`config.mk`:
```
export PLATFORM = sky130hd
export DESIGN_NAME = int_to_radix_digits
export DESIGN_NICKNAME = d
export VERILOG_FILES = /design/src/rtl/itrd_pkg.sv /design/src/rtl/itrd_ram.sv /design/src/rtl/itrd_datapath.sv /design/src/rtl/itrd_ctrl.sv /design/src/rtl/int_to_radix_digits.sv
export SDC_FILE = /design/constraint.sdc
export NUM_CORES = 1
export LEC_CHECK = 0
export BUFFER_PORTS_ARGS = -buffer_cell sky130_fd_sc_hd__buf_2
export CORE_ASPECT_RATIO = 0.5
export CORE_MARGIN = 5
export CORE_UTILIZATION = 30
export CTS_CLUSTER_SIZE = 25
export DETAILED_ROUTE_END_ITERATION = 7
export HOLD_SLACK_MARGIN = 0.12
export PLACE_DENSITY = 0.48
export SYNTH_ARGS = -nofsm -noshare
export SYNTH_HDL_FRONTEND = slang
export SYNTH_SLANG_ARGS = --single-unit
export TNS_END_PERCENT = 5
```
`constraint.sdc`:
```
create_clock -name clock -period 3.2 [get_ports clock]
set_input_delay 0.16 -clock clock [delete_from_list [all_inputs] [get_ports clock]]
set_output_delay 0.16 -clock clock [all_outputs]
set_load 0.02 [all_outputs]
```
`src/rtl/itrd_pkg.sv`:
```
// ----------------------------------------------------------------------------
// itrd_pkg: shared types and constants for the radix digit converter
// Command and status groups between the controller and the datapath, plus the
// fixed digit width and radix limits.
// ----------------------------------------------------------------------------
package itrd_pkg;

   localparam int DIGIT_W = 6;

   localparam logic [DIGIT_W-1:0] RADIX_MIN     = 6'd2;
   localparam logic [DIGIT_W-1:0] RADIX_MAX     = 6'd36;
   localparam logic [DIGIT_W-1:0] RADIX_DEFAULT = 6'd10;

   // controller to datapath
   typedef struct packed {
      logic load;    // latch magnitude, sign and radix, clear counters
      logic step;    // one restoring division step
      logic store;   // write the finished digit, start the next one unless the quotient is zero
      logic read;    // read one digit from the buffer, most significant first
   } itrd_cmd_type;

   // datapath to controller
   typedef struct packed {
      logic last_bit;   // final division step of this digit
      logic q_zero;     // quotient is zero, no more digits
      logic rd_zero;    // read pointer at the least significant digit
   } itrd_status_type;

endpackage

```
`src/rtl/itrd_ram.sv`:
```
// ----------------------------------------------------------------------------
// itrd_ram: generic single-port-write, single-port-read RAM
// One write and one read address per cycle, read data registered.
// ----------------------------------------------------------------------------
module itrd_ram #(
   parameter int WIDTH = 6,
   parameter int DEPTH = 31
) (
   input  logic                     clock,
   input  logic                     wr_en,
   input  logic [$clog2(DEPTH)-1:0] wr_addr,
   input  logic [WIDTH-1:0]         wr_data,
   input  logic                     rd_en,
   input  logic [$clog2(DEPTH)-1:0] rd_addr,
   output logic [WIDTH-1:0]         rd_data
);

   logic [WIDTH-1:0] mem [DEPTH];
   logic [WIDTH-1:0] rd_data_ff;

   always_ff @(posedge clock) begin
      if (wr_en) begin
         mem[wr_addr] <= wr_data;
      end
      if (rd_en) begin
         rd_data_ff <= mem[rd_addr];
      end
   end

   assign rd_data = rd_data_ff;

endmodule

```
`src/rtl/itrd_datapath.sv`:
```
// ----------------------------------------------------------------------------
// itrd_datapath: magnitude, restoring divider and digit buffer
// Divides the magnitude by the radix one quotient bit per cycle, stores each
// remainder as a digit and plays the digits back in reverse order.
// ----------------------------------------------------------------------------
module itrd_datapath
   import itrd_pkg::*;
#(
   parameter int VALUE_WIDTH = 32
) (
   input  logic                          clock,
   input  logic                          reset,
   input  itrd_cmd_type                  cmd,
   output itrd_status_type               status,
   input  logic signed [VALUE_WIDTH-1:0] req_value,
   input  logic                          csr_valid,
   input  logic                          csr_ready,
   input  logic [DIGIT_W-1:0]            csr_radix,
   output logic                          rsp_strobe,
   output logic [DIGIT_W-1:0]            rsp_digit,
   output logic                          rsp_is_negative,
   output logic                          rsp_last
);

   localparam int MAG_W  = VALUE_WIDTH - 1;
   localparam int ADDR_W = $clog2(MAG_W);

   logic [DIGIT_W-1:0] radix_cfg_ff;
   logic [DIGIT_W-1:0] radix_ff;
   logic [DIGIT_W-1:0] radix_eff;
   logic               neg_ff;
   logic [MAG_W-1:0]   q_ff, q_in;
   logic [DIGIT_W-1:0] rem_ff, rem_in;
   logic [ADDR_W-1:0]  cnt_ff;
   logic [ADDR_W-1:0]  wr_ff;
   logic [ADDR_W-1:0]  rd_ff;
   logic               strobe_ff;
   logic               last_ff;
   logic [MAG_W-1:0]   mag;
   logic [VALUE_WIDTH-1:0] negated;
   logic [DIGIT_W:0]   trial;
   logic               ge;

   assign radix_eff = (radix_cfg_ff < RADIX_MIN || radix_cfg_ff > RADIX_MAX)
                      ? RADIX_DEFAULT : radix_cfg_ff;

   // magnitude, the most negative value saturates to the largest positive
   assign negated = ~req_value + VALUE_WIDTH'(1);
   always_comb begin
      if (!req_value[VALUE_WIDTH-1]) begin
         mag = req_value[MAG_W-1:0];
      end else if (req_value[MAG_W-1:0] == '0) begin
         mag = '1;
      end else begin
         mag = negated[MAG_W-1:0];
      end
   end

   // restoring division step
   assign trial  = {rem_ff, q_ff[MAG_W-1]};
   assign ge     = trial >= {1'b0, radix_ff};
   assign rem_in = ge ? DIGIT_W'(trial - {1'b0, radix_ff}) : trial[DIGIT_W-1:0];
   assign q_in   = {q_ff[MAG_W-2:0], ge};

   always_ff @(posedge clock) begin
      if (reset) begin
         radix_cfg_ff <= RADIX_DEFAULT;
      end else if (csr_valid && csr_ready) begin
         radix_cfg_ff <= csr_radix;
      end
   end

   always_ff @(posedge clock) begin
      if (reset) begin
         cnt_ff    <= '0;
         wr_ff     <= '0;
         rd_ff     <= '0;
         strobe_ff <= 1'b0;
         last_ff   <= 1'b0;
      end else begin
         strobe_ff <= cmd.read;
         last_ff   <= cmd.read && status.rd_zero;
         if (cmd.load) begin
            cnt_ff <= '0;
            wr_ff  <= '0;
         end else if (cmd.step) begin
            cnt_ff <= cnt_ff + ADDR_W'(1);
         end else if (cmd.store) begin
            cnt_ff <= '0;
            if (status.q_zero) begin
               rd_ff <= wr_ff;
            end else begin
               wr_ff <= wr_ff + ADDR_W'(1);
            end
         end else if (cmd.read) begin
            rd_ff <= rd_ff - ADDR_W'(1);
         end
      end
   end

   always_ff @(posedge clock) begin
      if (cmd.load) begin
         q_ff     <= mag;
         rem_ff   <= '0;
         neg_ff   <= req_value[VALUE_WIDTH-1];
         radix_ff <= radix_eff;
      end else if (cmd.step) begin
         q_ff   <= q_in;
         rem_ff <= rem_in;
      end else if (cmd.store) begin
         rem_ff <= '0;
      end
   end

   itrd_ram #(
      .WIDTH (DIGIT_W),
      .DEPTH (MAG_W)
   ) u_digits (
      .clock   (clock),
      .wr_en   (cmd.store),
      .wr_addr (wr_ff),
      .wr_data (rem_ff),
      .rd_en   (cmd.read),
      .rd_addr (rd_ff),
      .rd_data (rsp_digit)
   );

   assign status.last_bit = cnt_ff == ADDR_W'(MAG_W - 1);
   assign status.q_zero   = q_ff == '0;
   assign status.rd_zero  = rd_ff == '0;

   assign rsp_strobe      = strobe_ff;
   assign rsp_is_negative = neg_ff;
   assign rsp_last        = last_ff;

endmodule

```
`src/rtl/itrd_ctrl.sv`:
```
// ----------------------------------------------------------------------------
// itrd_ctrl: sequencing of the radix digit converter
// Runs the division steps of each digit, stores the digit, then plays the
// stored digits back.
// ----------------------------------------------------------------------------
module itrd_ctrl
   import itrd_pkg::*;
(
   input  logic            clock,
   input  logic            reset,
   input  logic            start,
   output logic            busy,
   input  itrd_status_type status,
   output itrd_cmd_type    cmd
);

   typedef enum logic [3:0] {
      ST_IDLE  = 4'b0001,
      ST_DIV   = 4'b0010,
      ST_STORE = 4'b0100,
      ST_EMIT  = 4'b1000
   } state_type;

   state_type state_ff, state_in;

   always_comb begin
      state_in = state_ff;
      cmd      = '0;
      unique case (state_ff)
         ST_IDLE: begin
            if (start) begin
               cmd.load = 1'b1;
               state_in = ST_DIV;
            end
         end
         ST_DIV: begin
            cmd.step = 1'b1;
            if (status.last_bit) begin
               state_in = ST_STORE;
            end
         end
         ST_STORE: begin
            cmd.store = 1'b1;
            state_in  = status.q_zero ? ST_EMIT : ST_DIV;
         end
         ST_EMIT: begin
            cmd.read = 1'b1;
            if (status.rd_zero) begin
               state_in = ST_IDLE;
            end
         end
         default: begin
            state_in = ST_IDLE;
         end
      endcase
   end

   always_ff @(posedge clock) begin
      if (reset) begin
         state_ff <= ST_IDLE;
      end else begin
         state_ff <= state_in;
      end
   end

   assign busy = state_ff != ST_IDLE;

endmodule

```
`src/rtl/int_to_radix_digits.sv`:
```
// ----------------------------------------------------------------------------
// int_to_radix_digits: signed integer to radix 2..36 digit conversion
// Emits the digits of the magnitude most significant first, each with the
// sign flag and a marker on the final digit.
//
//   channel   ports                                   handshake
//   request   start, busy, req_value                  start high, busy low
//   result    rsp_strobe, rsp_digit, rsp_is_negative, one-cycle strobe,
//             rsp_last                                no back-pressure
//   csr       csr_valid, csr_ready, csr_radix         valid and ready
//
// while busy is high, each digit goes through the one-bit-per-cycle restoring
// divider and is then stored, then one read per digit from the digit buffer
// plays the digits back
// the last strobe comes in the same cycle as busy falls
// synchronous reset returns the radix to 10 and the sequencer to idle
// the receiver cannot stall; csr_ready is always high
// ----------------------------------------------------------------------------
module int_to_radix_digits
   import itrd_pkg::*;
#(
   parameter int VALUE_WIDTH = 32
) (
   input  logic                          clock,
   input  logic                          reset,
   input  logic                          start,
   output logic                          busy,
   input  logic signed [VALUE_WIDTH-1:0] req_value,
   output logic                          rsp_strobe,
   output logic [DIGIT_W-1:0]            rsp_digit,
   output logic                          rsp_is_negative,
   output logic                          rsp_last,
   input  logic                          csr_valid,
   output logic                          csr_ready,
   input  logic [DIGIT_W-1:0]            csr_radix
);

   itrd_cmd_type    cmd;
   itrd_status_type status;

   assign csr_ready = 1'b1;

   itrd_ctrl u_ctrl (
      .clock  (clock),
      .reset  (reset),
      .start  (start),
      .busy   (busy),
      .status (status),
      .cmd    (cmd)
   );

   itrd_datapath #(
      .VALUE_WIDTH (VALUE_WIDTH)
   ) u_datapath (
      .clock           (clock),
      .reset           (reset),
      .cmd             (cmd),
      .status          (status),
      .req_value       (req_value),
      .csr_valid       (csr_valid),
      .csr_ready       (csr_ready),
      .csr_radix       (csr_radix),
      .rsp_strobe      (rsp_strobe),
      .rsp_digit       (rsp_digit),
      .rsp_is_negative (rsp_is_negative),
      .rsp_last        (rsp_last)
   );

endmodule

```
# Yosys cells after proc, flatten, opt, wreduce, memory -nomap -nowiden
# Memories as Yosys holds them, arrays and structs flattened. A register that Yosys moved wholly into a read port is not among the register bits.
# Index checks and enable logic that the tools add are counted.
# classes
n_addsub	5
n_lt_le_gt_ge	3
n_eq_ne	10
muxes	24
bitwise_logic	4
n_reduce_logical	12
# op_table
operator	count
$mux 31	4
$logic_not 31->1	2
$add 31x2->31 const B	1
$not 31->31	1
$mux 5	5
$mux 6	3
$mux 4	4
$pmux 4 s4	1
$add 5x1->5 const B	2
$ge 7x6->1	1
$mux 1	7
$gt 6x6->1 const B	1
$lt 6x2->1 const B	1
$ne 2x2->1 const B	3
$reduce_and 3->1	2
$reduce_bool 2->1	3
$sub 6x6->6	1
$eq 5x5->1 const B	1
$logic_not 5->1	1
$sub 5x1->5 const B	1
$eq 4x1->1 const B	1
$eq 4x2->1 const B	1
$eq 4x3->1 const B	1
$eq 4x4->1 const B	1
7 further kinds	9
# word_totals
reg_bits	71
mem_bits_rw	186
mem_count	1
# mem_list
name	depth	word_bits	rd	rd_ports_with_merged_regs	wr	line_no	source
u_datapath.u_digits.mem	31	6	1	1	1	itrd_ram.sv:18	logic [WIDTH-1:0] mem [DEPTH];

# Logic depth before layout (Yosys ltp)
# logic_depth
ltp_word	5
mapped_depth	11

# Modules after synthesis
# Synthesis repeated with hierarchy kept, for this count alone.
# hier_totals
cells_unflattened	863
hier_area_um2	11999.0
# modules_own_cells
mod	n_inst	cells_per_inst	area_each_um2	seq_area_each_um2
itrd_ram	1	387	7602.3	5765.5
itrd_datapath	1	447	4111.4	1721.7
itrd_ctrl	1	27	274.0	80.1
int_to_radix_digits	1	2	11.3	0.0

# Worst setup path before layout
# Ideal clock, no wire load.
# synth_path
path_type	flip-flop to flip-flop
start	reg u_datapath.rd_ff[0]
end	reg u_ctrl.state_ff[2]
setup_time_ns	0.119
arrival_time_ns	2.296
required_ns	3.081
slack_ns	0.785
path_stages_with_launch	11
period_less_slack_ns	2.415
path_cell_list	dfxtp_1 > buf_4 > buf_6 > buf_4 > buf_4 > inv_1 > ha_1 > or4b_2 > nand2_1 > o21ai_0 > o221a_2
# synth_via
elab_chain_cells	3
# synth_rtl
item	line_no	source
from (decl)	itrd_datapath.sv:36	logic [ADDR_W-1:0] rd_ff;
from (signal assigned)	itrd_datapath.sv:91	rd_ff <= wr_ff;
from (signal assigned)	itrd_datapath.sv:96	rd_ff <= rd_ff - ADDR_W'(1);
$logic_not 5->1	itrd_datapath.sv:130	assign status.rd_zero = rd_ff == '0;
$ne 2x1->1 (no line)	n/a	
$reduce_and 3->1 (no line)	n/a	
to (signal assigned)	itrd_ctrl.sv:62	state_ff <= state_in;
to (decl)	itrd_ctrl.sv:24	state_type state_ff, state_in;
# No other way between the ends.
# A chain may end at the register's enable or synchronous reset.

==> impl_metrics.env <==
export IMPL_fin_crit_sh=0.845
export IMPL_cellLeakagePower_nw=4.54
export IMPL_fin_setup_tns_ns=0
export IMPL_cts_resized_gates=0
export IMPL_io_pins=53
export IMPL_async_flop_share=0
export IMPL_start_util=0.307
export IMPL_worst_path_buf_inv=0
export IMPL_drv_cap=0
export IMPL_syn_to_final_growth_pct=18.6
export IMPL_power_mw=7.39
export IMPL_cts_made_buffers=27
export IMPL_overflow=0
export IMPL_crit_family="multiplexers"
export IMPL_syn_nets=839
export IMPL_rows=50
export IMPL_cts_root_buf="clkbuf_16"
export IMPL_synth_seq_cells=263
export IMPL_clk_latency_ns=0.54
export IMPL_fp_dieW_um=288
export IMPL_final_core_util=0.364
export IMPL_post_layout_nonfiller_instances=1434
export IMPL_slew_headroom=0.257
export IMPL_crit_type="reg2reg"
export IMPL_grt_max_degree=53
export IMPL_htreeDepth=1
export IMPL_slew_viol_final=0
export IMPL_drt_iter0_drc=544
export IMPL_clkSinkCount=263
export IMPL_endpoint_kind="flop"
export IMPL_ys_warn_count=0
export IMPL_seq_area_frac_synth=0.653
export IMPL_fmax_mhz=370
export IMPL_placedCellCount=1338
export IMPL_final_layout_size_suffix_gt1_frac=0.188
export IMPL_dieArea_mm2=0.0429
export IMPL_arrival_ns=3.00
export IMPL_rsz0062_at_grt="no"
export IMPL_syn_avg_cell_area_um2=14.8
export IMPL_design_area_mm2=0.0138
export IMPL_worstHoldPathType="in2reg"
export IMPL_worst_slew_pin_slew_ns=1.11
export IMPL_finClkSkew_ns=0.0215
export IMPL_ir_worst_vdd_mv=0.439
export IMPL_grt_pass1_wl_um=42800
export IMPL_num_nets_final=952
export IMPL_vias_per_cell=4.86
export IMPL_min_period_ns=2.70
export IMPL_gp_congestion=0.770
export IMPL_cp_slowest_cell="dfxtp_4"
export IMPL_core_mm2=0.0378
export IMPL_synth_edf_count=230
export IMPL_critPathMaxStageDelay_ns=1.03
export IMPL_cts_tree="built"
export IMPL_path_cells="mux4_2 -> mux4_2 -> mux2_2"
export IMPL_die_y_um=149
export IMPL_pre_cts_ws_ns=0.445
export IMPL_final_antenna_net_count=0
export IMPL_hold_viol_final=0
export IMPL_antenna_cells=0
export IMPL_fin_ws_ns=0.497
export IMPL_routed_wl_um=27300
export IMPL_postSynthCellCount=782
export IMPL_start_kind="flop"
export IMPL_postPlaceCellArea_mm2=0.0125
export IMPL_cts_clk_slew_worst_paths_ns=0.06
export IMPL_synth_ff_type="edfxtp_1"
export IMPL_crit_fanout=52
export IMPL_grt_total_usage=0.127
export IMPL_critPathRequiredTime_ns=3.49
export IMPL_power_density_mw_per_mm2=537
export IMPL_cts_path_max_buffers=3
export IMPL_final_setup_viol_count=0
export IMPL_port_buffers=51
export IMPL_crit_path_frequent_cell="mux4_2"
export IMPL_drc=0
export IMPL_status="complete, no violations"
export IMPL_fin_hold_ws_ns=0.147
export IMPL_synth_area_mm2=0.0116
export IMPL_synth_distinct_cells=64
export IMPL_post_drt_wl_per_cell_um=19.1
export IMPL_vias=6971
export IMPL_antenna_found_initial=0
export IMPL_dp_hpwl_um=17900
export IMPL_grt_pass1_vias=7240
export IMPL_dr_pass1_iters=5
## report_power, final
group | total, mW | leakage, nW | switching, mW | internal (mW)
logic | 0.556 | 1.77 | 0.338 | 0.218
clock network | 2.90 | 0.386 | 1.28 | 1.62
registers | 3.93 | 2.39 | 0.0614 | 3.87
## Yosys cell counts (13+ instances only)
cell	instances	area, µm²
inv_1	19	71.3
o31ai_1	13	97.6
a21oi_1	37	185
dfxtp_1	33	661
o21ai_0	27	135
mux2i_1	27	270
nor2_1	87	327
mux4_2	49	1100
clkbuf_1	20	75.1
edfxtp_1	230	6910
xor2_1	31	272
nand2_1	40	150
ha_1	14	175
## final timing paths
check             slack, ns                                        to                               from  cells after the start
hold / removal         0.15             u_datapath.q_ff[15]$_DFFE_PP_                      req_value[15]                      3
setup reg to reg       0.50  u_datapath.u_digits.rd_data[5]$_DFFE_PP_   u_datapath.rd_ff[0]$_SDFFE_PP0P_                      3
hold reg to reg        0.49         u_datapath.cnt_ff[3]$_SDFFE_PP0P_  u_datapath.cnt_ff[3]$_SDFFE_PP0P_                      1
setup / recovery       0.50  u_datapath.u_digits.rd_data[5]$_DFFE_PP_   u_datapath.rd_ff[0]$_SDFFE_PP0P_                      3
## tightest hold or removal path, delay by kind of cell
family,cells,cell delay [ns]
XOR/XNOR,1,0.07
AO/OA/AOI/OAI,1,0.18
buffers and inverters,1,0.14
## what timing repair did
action	in CTS	in global routing
hold endpoints to repair	42	0
setup buffers	0	0
hold buffers	48	0
## flip-flops by register name, summed over array words and instances, names as in the netlist
name / flops
u_datapath.u_digits.mem: 186
u_datapath.q_ff: 31
u_datapath.radix_cfg_ff: 6
u_datapath.radix_ff: 6
u_datapath.rem_ff: 6
u_datapath.u_digits.rd_data: 6
u_datapath.cnt_ff: 5
u_datapath.rd_ff: 5
u_datapath.wr_ff: 5
u_ctrl.state_ff: 4
u_datapath.rsp_is_negative: 1
u_datapath.rsp_last: 1
u_datapath.rsp_strobe: 1
## final cells by class
cell class	instances	area [µm²]
Timing Repair Buffer	121	901
Multi-Input combinational cell	462	3760
Clock buffer	31	691
Fill cell	3646	24000
Sequential cell	263	7570
Tap cell	520	651
Inverter	20	75.1
Clock inverter	17	106
## cell usage in the layout, fill, tap and decap left out, types with 5 or more instances in the layout
cell | synthesis | final
nor2_1 | 87 | 87
clkinv_1 | 1 | 12
nand2_1 | 40 | 40
ha_1 | 14 | 14
edfxtp_1 | 230 | 230
mux4_2 | 49 | 49
a21oi_1 | 37 | 37
a211oi_1 | 7 | 7
clkbuf_16 | 0 | 27
nand3_1 | 8 | 8
nor4_1 | 11 | 11
o41ai_1 | 5 | 5
nand4_1 | 9 | 9
nor2b_1 | 8 | 8
xor2_1 | 31 | 31
inv_1 | 19 | 19
o31ai_1 | 13 | 13
o21ai_0 | 27 | 27
dlygate4sd3_1 | 0 | 48
or4_1 | 6 | 6
o211ai_1 | 5 | 5
nand2b_1 | 5 | 5
dfxtp_1 | 33 | 31
mux2i_1 | 27 | 27
buf_4 | 5 | 22
or3_1 | 5 | 5
nor3_1 | 8 | 8
buf_2 | 4 | 51
## cells by family after synthesis
logic type,Yosys count,share of synthesized area
flip-flops,263,0.653
AND/OR/NAND/NOR,212,0.0923
AO/OA/AOI/OAI,124,0.0703
multiplexers,77,0.119
buffers and inverters,57,0.0231
XOR/XNOR,33,0.0249
adder cells (fa/ha/maj),15,0.0168
other,1,0.000323
## per-layer routing
layer / track usage / up-vias / wire [µm]
li1: - / 3268 / -
met1: 0.179 / 3501 / 12700
met2: 0.213 / 166 / 12800
met3: 0.0186 / 36 / 1330
met4: 0.0246 / 0 / 493
met5: 0 / - / 0
(Power assumes the default switching activity.)
